$ cat src/sv/ntc_pkg.sv
// ntc_pkg: shared widths, types, register codes and the thermistor table
// for the ntc adc-to-temperature block; no dependencies
package ntc_pkg;

    // field widths
    localparam int unsigned RAW_W  = 12;
    localparam int unsigned CFG_W  = 24;
    localparam int unsigned TEMP_W = 12;
    localparam int unsigned CFG_IDX_W = 2;

    // default sizes handed to the top level parameters, and the stored table size
    localparam int unsigned ADC_FULL_SCALE_DEF = 4095;
    localparam int unsigned TABLE_ENTRIES_DEF  = 39;
    localparam int unsigned STORED_ENTRIES     = 39;

    // datapath widths
    localparam int unsigned PROD_W = CFG_W + RAW_W;     // series * raw
    localparam int unsigned NUM_W  = PROD_W + 10;       // series * 1000 * raw
    localparam int unsigned LIM_W  = CFG_W + 10;        // clamp limits in milliohms
    localparam int unsigned RES_W  = 33;                // table entries in milliohms
    localparam int unsigned Q_W    = RES_W + 6;         // 50 * (r - rlo)
    localparam int unsigned QT_W   = 6;                 // interpolation quotient, < 50
    localparam int unsigned TIDX_W = 6;                 // table index

    localparam int unsigned DIV_BITS_PER_CYCLE = 2;
    localparam int unsigned DIV_STEPS = NUM_W / DIV_BITS_PER_CYCLE;

    localparam int unsigned QUEUE_DEPTH = 2;

    // scaling constants
    localparam logic [9:0] MOHM_PER_OHM = 10'd1000;
    localparam logic [5:0] INTERP_STEP  = 6'd50;
    localparam int ENTRY_T0   = -400;
    localparam int ENTRY_STEP = 50;

    // register reset values
    localparam logic [CFG_W-1:0] SERIES_RES_RST = 24'd100000;
    localparam logic [CFG_W-1:0] MIN_RES_RST    = 24'd1279;
    localparam logic [CFG_W-1:0] MAX_RES_RST    = 24'd6120926;

    // register indexes
    localparam logic [CFG_IDX_W-1:0] REG_SERIES_RES = 2'd0;
    localparam logic [CFG_IDX_W-1:0] REG_MIN_RES    = 2'd1;
    localparam logic [CFG_IDX_W-1:0] REG_MAX_RES    = 2'd2;

    // sample class set by the front end
    typedef enum logic [1:0] {
        KIND_DIV  = 2'd0,
        KIND_ZERO = 2'd1,
        KIND_SAT  = 2'd2
    } kind_t;

    typedef struct packed {
        kind_t             kind;
        logic [RAW_W-1:0]  raw;
    } item_t;

    typedef struct packed {
        logic [CFG_W-1:0] series_res_ohms;
        logic [CFG_W-1:0] min_res_ohms;
        logic [CFG_W-1:0] max_res_ohms;
    } cfg_t;

    typedef struct packed {
        logic busy;
        logic res_load;
    } bk_stat_t;

    // thermistor resistance in milliohms, -40 C to 150 C in 5 C steps
    function automatic logic [RES_W-1:0] ntc_res_mohm(input logic [TIDX_W-1:0] idx);
        logic [RES_W-1:0] v;
        case (idx)
            6'd0:  v = 33'd6120926223;
            6'd1:  v = 33'd4118517102;
            6'd2:  v = 33'd2816706280;
            6'd3:  v = 33'd1956101683;
            6'd4:  v = 33'd1378149975;
            6'd5:  v = 33'd984222443;
            6'd6:  v = 33'd711944165;
            6'd7:  v = 33'd521247164;
            6'd8:  v = 33'd386009986;
            6'd9:  v = 33'd288963585;
            6'd10: v = 33'd218539022;
            6'd11: v = 33'd166887948;
            6'd12: v = 33'd128622111;
            6'd13: v = 33'd100000000;
            6'd14: v = 33'd78395360;
            6'd15: v = 33'd61945701;
            6'd16: v = 33'd49317168;
            6'd17: v = 33'd39545515;
            6'd18: v = 33'd31927436;
            6'd19: v = 33'd25945549;
            6'd20: v = 33'd21216133;
            6'd21: v = 33'd17452359;
            6'd22: v = 33'd14438219;
            6'd23: v = 33'd12009867;
            6'd24: v = 33'd10042166;
            6'd25: v = 33'd8438910;
            6'd26: v = 33'd7125667;
            6'd27: v = 33'd6044495;
            6'd28: v = 33'd5150030;
            6'd29: v = 33'd4406551;
            6'd30: v = 33'd3785776;
            6'd31: v = 33'd3265202;
            6'd32: v = 33'd2826827;
            6'd33: v = 33'd2456185;
            6'd34: v = 33'd2141593;
            6'd35: v = 33'd1873575;
            6'd36: v = 33'd1644412;
            6'd37: v = 33'd1447789;
            6'd38: v = 33'd1278518;
            default: v = '0;
        endcase
        return v;
    endfunction

    // temperature of a table entry in tenths of a degree
    function automatic logic signed [TEMP_W-1:0] ntc_entry_tenths(
        input logic [TIDX_W-1:0] idx
    );
        int v;
        v = ENTRY_T0 + ENTRY_STEP * int'(idx);
        return TEMP_W'(v);
    endfunction

endpackage

$ cat src/sv/ntc_front.sv
// ntc_front: input stage that takes samples and tags them as saturated,
// zero or needing a divide; depends on ntc_pkg
module ntc_front #(
    parameter int unsigned ADC_FULL_SCALE = ntc_pkg::ADC_FULL_SCALE_DEF
) (
    input  logic                       clk,
    input  logic                       rst_n,
    input  logic                       push,
    output logic                       full,
    input  logic [ntc_pkg::RAW_W-1:0]  raw_sample,
    input  logic                       q_full,
    output logic                       q_push,
    output ntc_pkg::item_t             q_data
);

    localparam int unsigned FS_W = $clog2(ADC_FULL_SCALE + 1);
    localparam int unsigned CW   = (FS_W > ntc_pkg::RAW_W) ? FS_W : ntc_pkg::RAW_W;
    localparam logic [CW-1:0] FS_C = CW'(ADC_FULL_SCALE);

    logic            valid_reg, valid_next;
    ntc_pkg::item_t  item_reg, item_next;
    logic            accept;
    ntc_pkg::kind_t  kind;

    // classify the incoming sample
    always_comb
    begin
        if (CW'(raw_sample) >= FS_C)
            kind = ntc_pkg::KIND_SAT;
        else if (raw_sample == '0)
            kind = ntc_pkg::KIND_ZERO;
        else
            kind = ntc_pkg::KIND_DIV;
    end

    // handshake toward the producer and the queue
    assign full   = valid_reg && q_full;
    assign accept = push && !full;
    assign q_push = valid_reg && !q_full;
    assign q_data = item_reg;

    always_comb
    begin
        valid_next = valid_reg;
        item_next  = item_reg;
        if (accept)
        begin
            valid_next = 1'b1;
            item_next  = '{kind: kind, raw: raw_sample};
        end
        else if (q_push)
        begin
            valid_next = 1'b0;
        end
    end

    always_ff @(posedge clk or negedge rst_n)
    begin
        if (!rst_n)
            valid_reg <= 1'b0;
        else
            valid_reg <= valid_next;
    end

    always_ff @(posedge clk)
    begin
        item_reg <= item_next;
    end

endmodule

$ cat config.mk
export PLATFORM = sky130hd
export DESIGN_NAME = ntc_front
export DESIGN_NICKNAME = d
export VERILOG_FILES = /design/src/sv/ntc_pkg.sv /design/src/sv/ntc_front.sv
export SDC_FILE = /design/constraint.sdc
export NUM_CORES = 1
export LEC_CHECK = 0
export BUFFER_PORTS_ARGS = -buffer_cell sky130_fd_sc_hd__buf_4
export CORE_AREA = 2 2 40 42
export CTS_CLUSTER_SIZE = 16
export DETAILED_ROUTE_END_ITERATION = 10
export DIE_AREA = 0 0 42 44
export PLACE_DENSITY = 0.7
export SYNTH_ARGS = -nofsm -noshare
export SYNTH_HDL_FRONTEND = slang
export SYNTH_SLANG_ARGS = --single-unit
export TNS_END_PERCENT = 20
$ cat constraint.sdc
create_clock -name clk -period 2 [get_ports clk]
set_input_delay 0.4 -clock clk [delete_from_list [all_inputs] [get_ports clk]]
set_output_delay 0.4 -clock clk [all_outputs]
set_load 0.01 [all_outputs]
* After elaboration in Yosys (flattened, before gate mapping) *
Cells that the tools add are included.
W data, S select, Z words.

storage, ports and cells
  bits in registers = 15
  input port bits = 16
  output and inout bits = 16

operators by class
  order comparisons = 1
  muxes and demuxes = 3
  reduce and logical (&&, ||, !) cells = 7

operators by type and width
  operator                number
  $ge A12 B12 Y1 const B  1
  $logic_not A12 Y1       1
  $logic_and A1 B1 Y1     3
  $mux W1                 3
  $logic_not A1 Y1        2
  $reduce_bool A2 Y1      1

* Depth between registers and ports, before layout *
  word-level depth = 4
  gate-level depth with buffers = 2
  depth with buffers taken out = 2

* Least setup slack after synthesis *
No wires, ideal clock.

  kind = input -> register
  from = input q_full
  to = register item_reg, in the netlist q_data[0], enable pin
  library setup time = 386 ps
  arrival time = 1,271 ps
  required time = 1,614 ps
  slack = 343 ps
  stages = 2
  buffers on the path = 0
  path through = and2_1 > nor2b_1

on the way
  cells in the longest elaborated chain, start to end = 3

ends and longest elaborated chain
  item                  line             text
  start, declared       ntc_front.sv:11  input logic q_full,
  $logic_and A1 B1 Y1   ntc_front.sv:37  assign full = valid_reg && q_full;
  $logic_not A1 Y1      ntc_front.sv:38  assign accept = push && !full;
  $logic_and A1 B1 Y1   ntc_front.sv:38
  via accept            ntc_front.sv:22  logic accept;
  end signal, assigned  ntc_front.sv:67  item_reg <= item_next;
  end, declared         ntc_front.sv:21  ntc_pkg::item_t item_reg, item_next;

The timed path passes the listed nets, and every way through them passes these cells.
A chain may end at the register's enable or synchronous reset.

* Final worst setup path *
  from = register valid_reg
  to = output full

on the way
  cells in the longest elaborated chain, start to end = 1

ends and longest elaborated chain
  item                    line             text
  start, declared         ntc_front.sv:20  logic valid_reg, valid_next;
  start signal, assigned  ntc_front.sv:62  valid_reg <= valid_next;
  $logic_and A1 B1 Y1     ntc_front.sv:37
  end, declared           ntc_front.sv:9   output logic full,

Every way passes these cells.

==> impl_metrics.toml <==
[status]
status = "finished clean"

[cts]
cts_sinks = 15
h-tree-depth = 1
cts_resized = 0
clockRootBuffer = "clkbuf_4"
cts_max_path_buffers = 2
cts_buffers = 3
cts_hold_repair.buffers = 1
tritoncts = "done"
post-cts-setup-buffer-count = 0
cts.clk_slew.worst_paths_ps = 80
clk_latency_ps = 280

[sta]
setup_viol = 0
skew_ps = 1.41
rsz0062_at_grt = "false"
min_period_ps = 1360
drv_slew = 0
period_share_pct = 68.2
max_freq_mhz = 733
timing_hold_violations_final = 0
relSlewSlack_pct = 80.4
fin_setup_tns_ps = 0
tightest_slew_ps = 291
hold-worst-slack_ps = 311

[place]
gp_congestion = 0.658
postPlaceCellArea_um2 = 779
dpl.hpwl_um = 835
port_buffers = 31

[route]
first_pass_iters = 3
via_per_inst = 4.96
ant_nets = 0
wl_per_cell_um = 13.4
drc = 0
routed_wl_mm = 1.07
drt-initial-drc-count = 5
vias = 397

[grt]
grtUsageTotal_pct = 12.4
grt_max_degree = 15
overflow = 0
grt_antenna_before_repair = 0
grt_pass1_wl_mm = 1.58
grt_pass1_vias = 376

[worst_setup_path]
cp.arrival_ps = 960
start_kind = "flip-flop"
crit_path_max_fanout = 3
cp-end-kind = "output port"
criticalPathCategory = "flip-flop to output port"
crit_required_ps = 1600

[yosys]
syn_inst = 27
yosysWarnings = 0
syn_avg_cell_area_um2 = 19.2
synth-seq-cells = 15
syn-num-nets = 43
yosysSeqAreaShare_pct = 85.8
syn-cell-area_um2 = 519
yosysUniqueCellTypes = 9

[floorplanning]
io_pins = 32
die-area_um2 = 1850
start_util_pct = 36.6
placementRows = 14
coreArea_um2 = 1420
die_height_um = 44
die_w_um = 42

[layout]
final_cell_area_um2 = 816
antenna_cells = 0
syn2layout_area_growth_pct = 57.1
largest_reg_flops = 14
layout_common_cells = "buf_4, edfxtp_1, nand4_1, nor4_1, clkbuf_4"
final_common_cell = "buf_4"
utilization_pct = 57.5
final_nets = 81
drive_above_1_share_pct = 54.7

[pwr]
vdd_drop_max_mv = 0.398
p_total_uw = 616
power.density_nw_per_um2 = 755
p_leak_nw = 0.338

[flow_run]
maxCapViolations = 0

[worst_hold_path]
hold_class = "input pin to flip-flop"
layer usage:
metal	share of wire (%)	GRT usage [%]	up-vias
met1	35	11.2	189
met4	1.8	7.74	0
met5	0	0	-
li1	-	-	184
met2	55	22.8	20
met3	7.9	5.00	4
synthesized netlist by cell type, drive strengths merged:
master,number,area (um2)
nor4,3,18.8
nor3,1,5.00
nand4,3,18.8
and2,1,6.26
nor2b,2,12.5
or2,1,6.26
dfrtp,1,25.0
edfxtp,14,420
and3,1,6.26
layout make-up:
class / instances / area (um2)
clock buffers: 4 / 26.3
fillers: 119 / 603
multi-input cells: 12 / 73.8
flip-flops and latches: 15 / 445
well taps: 16 / 20.0
repair buffers: 33 / 250
cells by family (layout without fill, tap and decap cells):
kind of cell | after synthesis | in the layout | synth area share (%)
flip-flops | 15 | 15 | 85.8
AND/OR/NAND/NOR | 12 | 12 | 14.2
buffers and inverters | 0 | 37 | 0
per-stage QoR:
step	std cells	worst slack, ps
4_1_cts	80	618
3_3_place_gp	75	696
6_report	80	635
3_5_place_dp	75	661
5_1_grt	80	572
2_1_floorplan	27	343
worst paths after layout:
path                             end  cells past startpoint     startpoint  slack, ps
setup / recovery                full                      2      valid_reg        640
hold / removal             q_data[2]                      1  raw_sample[2]        310
setup reg to reg           q_data[1]                      3      valid_reg        820
hold reg to reg            valid_reg                      2      valid_reg        640
max in group asynchronous  valid_reg                      2          rst_n       1500
min in group asynchronous  valid_reg                      2          rst_n        420
worst max-delay path: stages, from the launching register on:
cell and delay, ps:
dfrtp_1 380, and2_1 160, buf_4 140
where the power goes:
group	switching (mW)	internal (mW)	leakage [nW]
combinational	0.0353	0.0454	0.177
clock	0.0906	0.0774	0.0150
sequential	0.00469	0.362	0.145
total	0.131	0.485	0.338
Power figures use the tool's default switching activity.
