--- src/sv/ntc_pkg.sv ---
// ntc_pkg: shared widths, types, register codes and the thermistor table
// for the ntc adc-to-temperature block; no dependencies
package ntc_pkg;

    // field widths
    localparam int unsigned RAW_W  = 12;
    localparam int unsigned CFG_W  = 24;
    localparam int unsigned TEMP_W = 12;
    localparam int unsigned CFG_IDX_W = 2;

    // default sizes handed to the top level parameters, and the stored table size
    localparam int unsigned ADC_FULL_SCALE_DEF = 4095;
    localparam int unsigned TABLE_ENTRIES_DEF  = 39;
    localparam int unsigned STORED_ENTRIES     = 39;

    // datapath widths
    localparam int unsigned PROD_W = CFG_W + RAW_W;     // series * raw
    localparam int unsigned NUM_W  = PROD_W + 10;       // series * 1000 * raw
    localparam int unsigned LIM_W  = CFG_W + 10;        // clamp limits in milliohms
    localparam int unsigned RES_W  = 33;                // table entries in milliohms
    localparam int unsigned Q_W    = RES_W + 6;         // 50 * (r - rlo)
    localparam int unsigned QT_W   = 6;                 // interpolation quotient, < 50
    localparam int unsigned TIDX_W = 6;                 // table index

    localparam int unsigned DIV_BITS_PER_CYCLE = 2;
    localparam int unsigned DIV_STEPS = NUM_W / DIV_BITS_PER_CYCLE;

    localparam int unsigned QUEUE_DEPTH = 2;

    // scaling constants
    localparam logic [9:0] MOHM_PER_OHM = 10'd1000;
    localparam logic [5:0] INTERP_STEP  = 6'd50;
    localparam int ENTRY_T0   = -400;
    localparam int ENTRY_STEP = 50;

    // register reset values
    localparam logic [CFG_W-1:0] SERIES_RES_RST = 24'd100000;
    localparam logic [CFG_W-1:0] MIN_RES_RST    = 24'd1279;
    localparam logic [CFG_W-1:0] MAX_RES_RST    = 24'd6120926;

    // register indexes
    localparam logic [CFG_IDX_W-1:0] REG_SERIES_RES = 2'd0;
    localparam logic [CFG_IDX_W-1:0] REG_MIN_RES    = 2'd1;
    localparam logic [CFG_IDX_W-1:0] REG_MAX_RES    = 2'd2;

    // sample class set by the front end
    typedef enum logic [1:0] {
        KIND_DIV  = 2'd0,
        KIND_ZERO = 2'd1,
        KIND_SAT  = 2'd2
    } kind_t;

    typedef struct packed {
        kind_t             kind;
        logic [RAW_W-1:0]  raw;
    } item_t;

    typedef struct packed {
        logic [CFG_W-1:0] series_res_ohms;
        logic [CFG_W-1:0] min_res_ohms;
        logic [CFG_W-1:0] max_res_ohms;
    } cfg_t;

    typedef struct packed {
        logic busy;
        logic res_load;
    } bk_stat_t;

    // thermistor resistance in milliohms, -40 C to 150 C in 5 C steps
    function automatic logic [RES_W-1:0] ntc_res_mohm(input logic [TIDX_W-1:0] idx);
        logic [RES_W-1:0] v;
        case (idx)
            6'd0:  v = 33'd6120926223;
            6'd1:  v = 33'd4118517102;
            6'd2:  v = 33'd2816706280;
            6'd3:  v = 33'd1956101683;
            6'd4:  v = 33'd1378149975;
            6'd5:  v = 33'd984222443;
            6'd6:  v = 33'd711944165;
            6'd7:  v = 33'd521247164;
            6'd8:  v = 33'd386009986;
            6'd9:  v = 33'd288963585;
            6'd10: v = 33'd218539022;
            6'd11: v = 33'd166887948;
            6'd12: v = 33'd128622111;
            6'd13: v = 33'd100000000;
            6'd14: v = 33'd78395360;
            6'd15: v = 33'd61945701;
            6'd16: v = 33'd49317168;
            6'd17: v = 33'd39545515;
            6'd18: v = 33'd31927436;
            6'd19: v = 33'd25945549;
            6'd20: v = 33'd21216133;
            6'd21: v = 33'd17452359;
            6'd22: v = 33'd14438219;
            6'd23: v = 33'd12009867;
            6'd24: v = 33'd10042166;
            6'd25: v = 33'd8438910;
            6'd26: v = 33'd7125667;
            6'd27: v = 33'd6044495;
            6'd28: v = 33'd5150030;
            6'd29: v = 33'd4406551;
            6'd30: v = 33'd3785776;
            6'd31: v = 33'd3265202;
            6'd32: v = 33'd2826827;
            6'd33: v = 33'd2456185;
            6'd34: v = 33'd2141593;
            6'd35: v = 33'd1873575;
            6'd36: v = 33'd1644412;
            6'd37: v = 33'd1447789;
            6'd38: v = 33'd1278518;
            default: v = '0;
        endcase
        return v;
    endfunction

    // temperature of a table entry in tenths of a degree
    function automatic logic signed [TEMP_W-1:0] ntc_entry_tenths(
        input logic [TIDX_W-1:0] idx
    );
        int v;
        v = ENTRY_T0 + ENTRY_STEP * int'(idx);
        return TEMP_W'(v);
    endfunction

endpackage

--- src/sv/ntc_queue.sv ---
// ntc_queue: short queue of tagged samples between front and back end
// depends on ntc_pkg
module ntc_queue (
    input  logic            clk,
    input  logic            rst_n,
    input  logic            wr_en,
    input  ntc_pkg::item_t  wr_data,
    output logic            full,
    input  logic            rd_en,
    output ntc_pkg::item_t  rd_data,
    output logic            empty
);

    localparam int unsigned DEPTH = ntc_pkg::QUEUE_DEPTH;
    localparam int unsigned PW    = (DEPTH > 1) ? $clog2(DEPTH) : 1;
    localparam int unsigned CNTW  = $clog2(DEPTH + 1);
    localparam logic [PW-1:0]   PTR_LAST = PW'(DEPTH - 1);
    localparam logic [CNTW-1:0] CNT_FULL = CNTW'(DEPTH);

    ntc_pkg::item_t   mem_reg [DEPTH];
    logic [PW-1:0]    wr_ptr_reg, wr_ptr_next;
    logic [PW-1:0]    rd_ptr_reg, rd_ptr_next;
    logic [CNTW-1:0]  cnt_reg, cnt_next;
    logic             do_wr, do_rd;

    assign full    = (cnt_reg == CNT_FULL);
    assign empty   = (cnt_reg == '0);
    assign do_wr   = wr_en && !full;
    assign do_rd   = rd_en && !empty;
    assign rd_data = mem_reg[rd_ptr_reg];

    // pointer and fill count update
    always_comb
    begin
        wr_ptr_next = wr_ptr_reg;
        rd_ptr_next = rd_ptr_reg;
        cnt_next    = cnt_reg;
        if (do_wr)
            wr_ptr_next = (wr_ptr_reg == PTR_LAST) ? '0 : wr_ptr_reg + 1'b1;
        if (do_rd)
            rd_ptr_next = (rd_ptr_reg == PTR_LAST) ? '0 : rd_ptr_reg + 1'b1;
        if (do_wr && !do_rd)
            cnt_next = cnt_reg + 1'b1;
        else if (do_rd && !do_wr)
            cnt_next = cnt_reg - 1'b1;
    end

    always_ff @(posedge clk or negedge rst_n)
    begin
        if (!rst_n)
        begin
            wr_ptr_reg <= '0;
            rd_ptr_reg <= '0;
            cnt_reg    <= '0;
        end
        else
        begin
            wr_ptr_reg <= wr_ptr_next;
            rd_ptr_reg <= rd_ptr_next;
            cnt_reg    <= cnt_next;
        end
    end

    // entry storage
    always_ff @(posedge clk)
    begin
        if (do_wr)
            mem_reg[wr_ptr_reg] <= wr_data;
    end

endmodule

--- config.mk ---
export PLATFORM = sky130hd
export DESIGN_NAME = ntc_queue
export DESIGN_NICKNAME = d
export VERILOG_FILES = /design/src/sv/ntc_pkg.sv /design/src/sv/ntc_queue.sv
export SDC_FILE = /design/constraint.sdc
export NUM_CORES = 1
export LEC_CHECK = 0
export ABC_AREA = 0
export BUFFER_PORTS_ARGS = -buffer_cell sky130_fd_sc_hd__clkbuf_2
export CAP_MARGIN = 20
export CELL_PAD_IN_SITES_DETAIL_PLACEMENT = 1
export CELL_PAD_IN_SITES_GLOBAL_PLACEMENT = 2
export CORE_MARGIN = 5
export CORE_UTILIZATION = 36
export CTS_CLUSTER_DIAMETER = 200
export DETAILED_ROUTE_END_ITERATION = 10
export PLACE_DENSITY_LB_ADDON = 0.1
export SYNTH_ARGS = -nofsm -noshare
export SYNTH_HDL_FRONTEND = slang
export SYNTH_SLANG_ARGS = --single-unit
--- constraint.sdc ---
create_clock -name clk -period 2.3 [get_ports clk]
set_clock_uncertainty 0.05 [all_clocks]
set_input_delay 0.115 -clock clk [delete_from_list [all_inputs] [get_ports clk]]
set_output_delay 0.115 -clock clk [all_outputs]
set_load 0.005 [all_outputs]
# Word level (Yosys, flattened, before mapping)
# Memory sizes are Yosys's and may differ from the RTL's.
# Cells that the tools add are included.
# Widths: inputs -> output; s select.
word_totals:
  elab_cells: 25
  mem_bits_rw: 28
  memories: 1
  regBits: 4
  out_inout_bits: 16
  inputBits: 18
mem_list:
  columns: ["memory", "words", "width", "rd", "rd_clocked_by_memory_dff", "write_ports", "line_no", "text"]
  rows:
  - ["mem_reg", 2, 14, 1, 0, 1, "ntc_queue.sv:20", "ntc_pkg::item_t mem_reg [DEPTH];"]
op_classes:
  addsub: 4
  n_eq_ne: 1
  n_reduce_logical: 10
  mux: 6
op_table:
  columns: ["cell", "n"]
  rows:
  - ["$logic_and 1x1->1", 4]
  - ["$logic_not 1->1", 4]
  - ["$mux 1", 4]
  - ["$mux 2", 2]
  - ["$add 1x1->1 const B", 2]
  - ["$add 2x1->2 const B", 1]
  - ["$eq 2x2->1 const B", 1]
  - ["$logic_not 2->1", 1]
  - ["$reduce_bool 2->1", 1]
  - ["$sub 2x1->2 const B", 1]

# Depth between registers and ports, before layout
# Gate-level depths: netlist of the first run.
depth:
  depth_word: 7
  depth_mapped: 7
  mapped_depth_nobuf: 7

# Worst setup path before layout of the first run
# OpenSTA, ideal clock, no wires.
synth_timing:
  path_kind: "register to register"
  startpoint: "reg cnt_reg[0]"
  endpoint: "mem mem_reg[0][0] (netlist bit) (enable)"
  path_slack_ns: 0.604
  required_ns: 1.866
  setup_ns: 0.384
  arrival_ns: 1.262
  path_stages_with_launch: 4
  path_buffers: 0
  synth_period_minus_slack_ns: 1.696
  path_cell_list: "dfrtp_1 > nand2b_1 > nand2_1 > nor2_1"
synth_between:
  elab_chain_len: 5
synth_lines:
  columns: ["element", "line_no", "text"]
  rows:
  - ["start, declared", "ntc_queue.sv:23", "logic [CNTW-1:0] cnt_reg, cnt_next;"]
  - ["start signal, assigned", "ntc_queue.sv:60", "cnt_reg <= cnt_next;"]
  - ["$eq 2x2->1", "ntc_queue.sv:26", "assign full = (cnt_reg == CNT_FULL);"]
  - ["$logic_not 1->1", "ntc_queue.sv:28", "assign do_wr = wr_en && !full;"]
  - ["$logic_and 1x1->1", "ntc_queue.sv:28", null]
  - ["$mux 1", "ntc_queue.sv:67", "if (do_wr)"]
  - ["$mux 1 (not written as such)", "ntc_queue.sv:68", "mem_reg[wr_ptr_reg] <= wr_data;"]
  - ["end, declared", "ntc_queue.sv:20", null]
# No other way between the ends.

==> results.md, run 1 <==
- Final WS setup: 0.455 ns
- Num rows: 21
- Clk_lat worst skew: 0.32 ns
- FF+latch count, synth: 32
- RSZ-0062 raised after global routing: false
- Max_cap viols: 0
- Final std cells w/o fill: 166
- CP Data Required Time: 2.13 ns
- Vias/cell: 4.42
- Post-Syn Area: 1260 um^2
- H-tree depth: 2
- Clk buf depth: 2
- Worst setup EP type: output pin
- Slew Limit Headroom: 0.540
- First-pass GRT wire length: 3860 um
- Synth Net Count: 82
- Height of the die: 69.2 um
- Fin area: 1670 um^2
- Pre-Repair DR Iteration Count: 3
- Final setup vio count: 0
- Sum Neg Setup Slack: 0 ns
- Sequential share of the synthesized area: 0.747
- Final min period: 1.85 ns
- Crit path max fanout: 10
- Critical path class: reg -> out
- Yosys top cell area share: 0.667
- Inserted Diodes: 0
- Largest net degree at the start of global routing: 15
- Worst setup SP type: register
- Die X: 69.2 um
- Post-synthesis to final-layout area growth: 32.8%
- Die area: 4780 um^2
- Count leader, synth: edfxtp_1
- Vias: 734
- FILL cells: 355
- Final Max Slew Viols: 0
- Status: finished clean
- Worst-margin pin slew: 0.690 ns
- Total track usage: 0.107
- Post-DP Area: 1470 um^2
- WL per Instance: 13.2 um
- Worst Path Arrival: 1.68 ns
- Setup Buffers After CTS: 0
- I/O pin count: 34
- EDFF count, synth: 28
- Dominant synthesized flop cell: edfxtp_1
- Grt ovf: 0
- Fmax: 542 MHz
- Initial DRC count: 20
- Cells after synthesis: 63
- Hold Fails Final Rpt: 0
- Initial core utilization: 0.375
- Fraction of layout cells with a size suffix above 1: 0.458
- Slowest stage cell, crit path: dfrtp_1
- CTS Root Cell: clkbuf_4
- PD cells: 1080 nW/um^2
- Vias in the first global route: 816
- Hold crit path type: in -> reg
- CTS Buf Count: 5
- CTS tree: yes
- Crit share post-route: 0.802
- Max incr delay on CP: 0.66 ns
- Placer Congestion: 0.612
- Clk pin slew, worst setup/hold paths: 0.09 ns
- DP HPWL: 1510 um
- DRT Wirelength: 2200 um
- Critical Path, Cell by Cell: buf_4 -> mux2_4 -> clkbuf_2
- Most frequent cells after synthesis: edfxtp_1 (28), mux2_4 (9), mux2_2 (5)
- Max FFs per register: 28
- Leak pwr: 0.699 nW
- Distinct cells, synth: 15
- Final ANT Viol Nets: 0
- Dpl cells: 143
- Pre-CTS setup slack: 0.629 ns
- Worst VDD drop: 0.475 mV
- Port bufs: 33
- Clock Sinks: 32
- Yosys warnings: 0
- Post-synth ARST share: 0.125
- Initial antenna violation count: 0
- Mean Syn Cell Area: 20.0 um^2
- Cell taking the most area after synthesis: edfxtp_1
- Final nets: 138
- Top cells by area, synth: edfxtp_1 (67%), mux2_4 (11%), dfrtp_1 (7.9%)
- Remaining DRCs: 0
- Core Area: 3360 um^2
logic make-up (layout without fill, tap and decap cells):
logic type      Yosys count  after routing  share of synthesized area
simple gates              6              6                     0.0218
xor+xnor                  5              5                     0.0348
buf+inv                   4             61                     0.0308
fa+ha+maj                 1              1                    0.00993
flops                    32             32                      0.747
compound gates            1              1                    0.00397
mux                      14             14                      0.152
metrics by stage:
stage          power [mW]  hold WS (ns)   util
3_3_place_gp         1.51        -0.115  0.438
4_1_cts              1.85        0.0239  0.497
5_1_grt              1.95        0.0546  0.497
3_5_place_dp         1.53        -0.117  0.438
6_report             1.80        0.0456  0.497
2_1_floorplan        1.33        -0.231      -
worst max-delay path, delay by kind of cell, from the launching register on:
kind	cells	cell delay, ns
buffers and inverters	2	0.39
flip-flops	1	0.66
multiplexers	1	0.31
final timing paths:
| path | from | endpoint | slack, ns | depth (start not counted) |
|---|---|---|---|---|
| max | rd_ptr_reg$_DFFE_PN0P_ | rd_data[0] | 0.45 | 3 |
| min in group asynchronous | rst_n | wr_ptr_reg$_DFFE_PN0N_ | 0.08 | 2 |
| min reg2reg | wr_ptr_reg$_DFFE_PN0N_ | wr_ptr_reg$_DFFE_PN0N_ | 0.45 | 1 |
| min | wr_en | wr_ptr_reg$_DFFE_PN0N_ | 0.05 | 3 |
| max reg2reg | cnt_reg[0]$_DFFE_PN0P_ | mem_reg[1][2]$_DFFE_PP_ | 0.65 | 2 |
| max in group asynchronous | rst_n | rd_ptr_reg$_DFFE_PN0P_ | 1.99 | 2 |
per-layer routing:
metal / track usage / part of all wire
met5: 0 / 0
met4: 0.0521 / 0.018
met3: 0.0625 / 0.088
met2: 0.168 / 0.49
met1: 0.114 / 0.40
layout by cell type (no fill, tap or decap):
master / Yosys / final
o21ai_1: 1 / 1
and3_1: 1 / 1
clkinv_1: 0 / 1
clkbuf_2: 0 / 33
xnor2_1: 3 / 3
clkbuf_1: 0 / 2
mux2_2: 5 / 5
ha_1: 1 / 1
nor2_1: 3 / 3
inv_1: 2 / 2
dfrtp_1: 4 / 4
buf_4: 0 / 3
edfxtp_1: 28 / 28
nand2b_1: 1 / 1
xor2_1: 2 / 2
mux2_4: 9 / 9
nand2_1: 1 / 1
dlygate4sd3_1: 0 / 15
clkbuf_4: 0 / 5
timing repair:
| action | 4_1_cts | 5_1_grt |
|---|---|---|
| setup endpoints to repair | 0 | 0 |
| endpoints found under the hold margin | 32 | 0 |
| hold buffers | 15 | 0 |
| resized for setup | 0 | 0 |
power breakdown:
part           switching, mW  total (mW)  internal (mW)  leakage (nW)
sequential            0.0958       0.900          0.804         0.307
clock                  0.172       0.289          0.117        0.0269
combinational          0.259       0.616          0.357         0.365
final cells by class:
class / count / area [um^2] / area share
multi-input cells: 27 / 280 / 0.168
flip-flops and latches: 32 / 941 / 0.562
clock inverters: 1 / 3.75 / 0.00224
repair buffers: 51 / 338 / 0.202
clock buffers: 7 / 45.0 / 0.0269
well taps: 46 / 57.6 / 0.0344
inverters: 2 / 7.51 / 0.00449
No activity file was read; power rests on OpenSTA's default activity.
==> run 2: changes to the inputs <==
- clock period: 2.3 -> 1.77 ns (I/O delays scaled with it)
==> run 2 against run 1 <==
  * Routed wire length is 4.0% lower
  * Largest cell class unchanged
  * Sequential share of layout area down 1.1 points
  * Core utilization is 0.97 points higher
  * Sequential power increased by 27%
  * Hold slack worse by 0.021 ns
  * Via count fell by 3.1%
  * Critical path type unchanged
==> results.md, run 2 (synthesis gave the netlist of run 1 again) <==
- Critical Path, Cell by Cell: buf_4 -> mux2_2 -> clkbuf_2
- Clock Sinks: 32 (unchanged)
- WL per Instance: 12.5 um (-5.7%)
- Clk_lat worst skew: 0.31 ns (about the same)
- Critical path class: reg -> out
- Worst setup EP type: output pin
- Num rows: 21 (unchanged)
- Largest net degree at the start of global routing: 11 (-4)
- I/O pin count: 34 (unchanged)
- Grt ovf: 0 (unchanged)
- Setup Buffers After CTS: 0 (unchanged)
- Die area: 4780 um^2 (unchanged)
- Leak pwr: 0.720 nW (+3.0%)
- Hold crit path type: in -> reg
- Worst VDD drop: 0.517 mV (+8.7%)
- Post-synthesis to final-layout area growth: 35.4%
- Vias in the first global route: 799 (-2.1%)
- PostCTS Resize Cnt: 0 (unchanged)
- Pre-Repair DR Iteration Count: 3 (unchanged)
- Remaining DRCs: 0 (unchanged)
- RSZ-0062 raised after global routing: false
- Most common cell after layout, fill and taps aside: clkbuf_2
- Final ANT Viol Nets: 0 (unchanged)
- Clk buf depth: 2 (unchanged)
- Switching power: 0.681 mW (+29%)
- CTS Root Cell: clkbuf_4
- Crit share post-route: 0.943
- Core Area: 3360 um^2 (unchanged)
- Total track usage: 0.0954 (-0.0117)
- Sequential cell area: 941 um^2 (unchanged)
- Clk pin slew, worst setup/hold paths: 0.09 ns (about the same)
- Switching share of power: 0.282 (-0.00937)
- Slowest stage cell, crit path: dfrtp_1
- FILL cells: 350 (-1.4%)
- Height of the die: 69.2 um (unchanged)
- Initial antenna violation count: 0 (unchanged)
- Inserted Diodes: 0 (unchanged)
- Worst setup SP type: register
- Delay-heaviest family, CP: flip-flops
- Final setup vio count: 0 (unchanged)
- Comb pwr share: 0.353 (+0.012)
- Vias/cell: 4.21 (-4.9%)
- Fmax: 599 MHz
- First-pass GRT wire length: 3500 um (-9.5%)
- Sum Neg Setup Slack: 0 ns (unchanged)
- Placer Congestion: 0.671 (+9.6%)
- CTS tree: yes
- Initial DRC count: 8 (-60%)
- Hold Fails Final Rpt: 0 (unchanged)
- Final min period: 1.67 ns
- DRT Wirelength: 2110 um (-4.0%)
- Initial core utilization: 0.375 (unchanged)
- Max FFs per register: 28 (unchanged)
- Slew Limit Headroom: 0.793 (+0.253)
- Max_cap viols: 0 (unchanged)
- CP Data Required Time: 1.63 ns (-0.50 ns)
- Power Internal: 1.73 mW (+35%)
- Worst Path Arrival: 1.53 ns (-0.15 ns)
- Worst-margin pin slew: 0.310 ns (-0.380 ns)
- H-tree depth: 2 (unchanged)
- Most frequent cells in the layout: clkbuf_2 (33), edfxtp_1 (28), dlygate4sd3_1 (15)
- Final Max Slew Viols: 0 (unchanged)
- Buffers plus inverters on the worst setup path: 2 (unchanged)
- Port bufs: 33 (unchanged)
- Area of the multi-input gates: 280 um^2 (unchanged)
- Post-DP Area: 1500 um^2 (+1.5%)
- DP HPWL: 1570 um (+3.7%)
- Crit path max fanout: 6 (-4)
- Final nets: 141 (+2.2%)
- Fraction of layout cells with a size suffix above 1: 0.480 (+0.0213)
- Fin area: 1710 um^2 (+1.9%)
- Vias: 711 (-3.1%)
- Flop pwr share: 0.475 (-0.024)
- Die X: 69.2 um (unchanged)
- Clock Power Share: 0.173 (+0.013)
- Max incr delay on CP: 0.53 ns (-0.13 ns)
- CTS Buf Count: 5 (unchanged)
- PD cells: 1410 nW/um^2 (+31%)
- Status: finished clean
run 2: cell type report:
type                       instances  share of cell area
tap                               46              0.0337
sequential                        32               0.552
timing repair buffer              54               0.211
clock buffer                       7              0.0323
multi-input combinational         27               0.164
clock inverter                     1             0.00220
inverter                           2             0.00440
run 2: final timing paths:
| check | cells after the start | endpoint | startpoint | slack (ns) |
|---|---|---|---|---|
| setup / recovery | 3 | rd_data[6] | rd_ptr_reg$_DFFE_PN0P_ | 0.10 |
| hold / removal | 3 | wr_ptr_reg$_DFFE_PN0N_ | wr_en | 0.02 |
| setup reg to reg | 6 | cnt_reg[1]$_DFFE_PN0P_ | cnt_reg[0]$_DFFE_PN0P_ | 0.23 |
| hold reg to reg | 1 | wr_ptr_reg$_DFFE_PN0N_ | wr_ptr_reg$_DFFE_PN0N_ | 0.45 |
| max in group asynchronous | 2 | rd_ptr_reg$_DFFE_PN0P_ | rst_n | 1.48 |
| min in group asynchronous | 2 | cnt_reg[1]$_DFFE_PN0P_ | rst_n | 0.06 |
run 2: stage by stage:
step           std cells  power (mW)  setup WS, ns   util  hold slack [ns]
2_1_floorplan         63        1.72        0.0736      -           -0.257
3_3_place_gp         146        1.99         0.310  0.445           -0.145
3_5_place_dp         146        2.02         0.218  0.445           -0.143
4_1_cts              169        2.47        0.0568  0.507          0.00766
5_1_grt              169        2.57        0.0160  0.507           0.0217
6_report             169        2.41         0.101  0.507           0.0241
run 2: layer usage:
| layer | vias up | track usage | wire, um |
|---|---|---|---|
| li1 | 347 | - | - |
| met1 | 336 | 0.0993 | 876 |
| met2 | 23 | 0.161 | 1050 |
| met3 | 5 | 0.0407 | 144 |
| met4 | 0 | 0.0521 | 40 |
| met5 | - | 0 | 0 |
run 2: power by group through the flow:
stage	clock [mW]	combinational, mW	sequential, mW
4_1_cts	0.435	0.882	1.15
2_1_floorplan	0	0.601	1.12
5_1_grt	0.469	0.935	1.17
3_5_place_dp	0	0.856	1.16
6_report	0.416	0.851	1.14
3_3_place_gp	0	0.839	1.15
run 2: worst min-delay path, stage by stage:
cell      delay, ns
clkbuf_2       0.09
nand2_1        0.11
xnor2_1        0.07
run 2: timing repair:
item / CTS / global route
hold buffers: 15 / 0
setup endpoints to repair: 0 / 0
hold endpoints to repair: 32 / 0
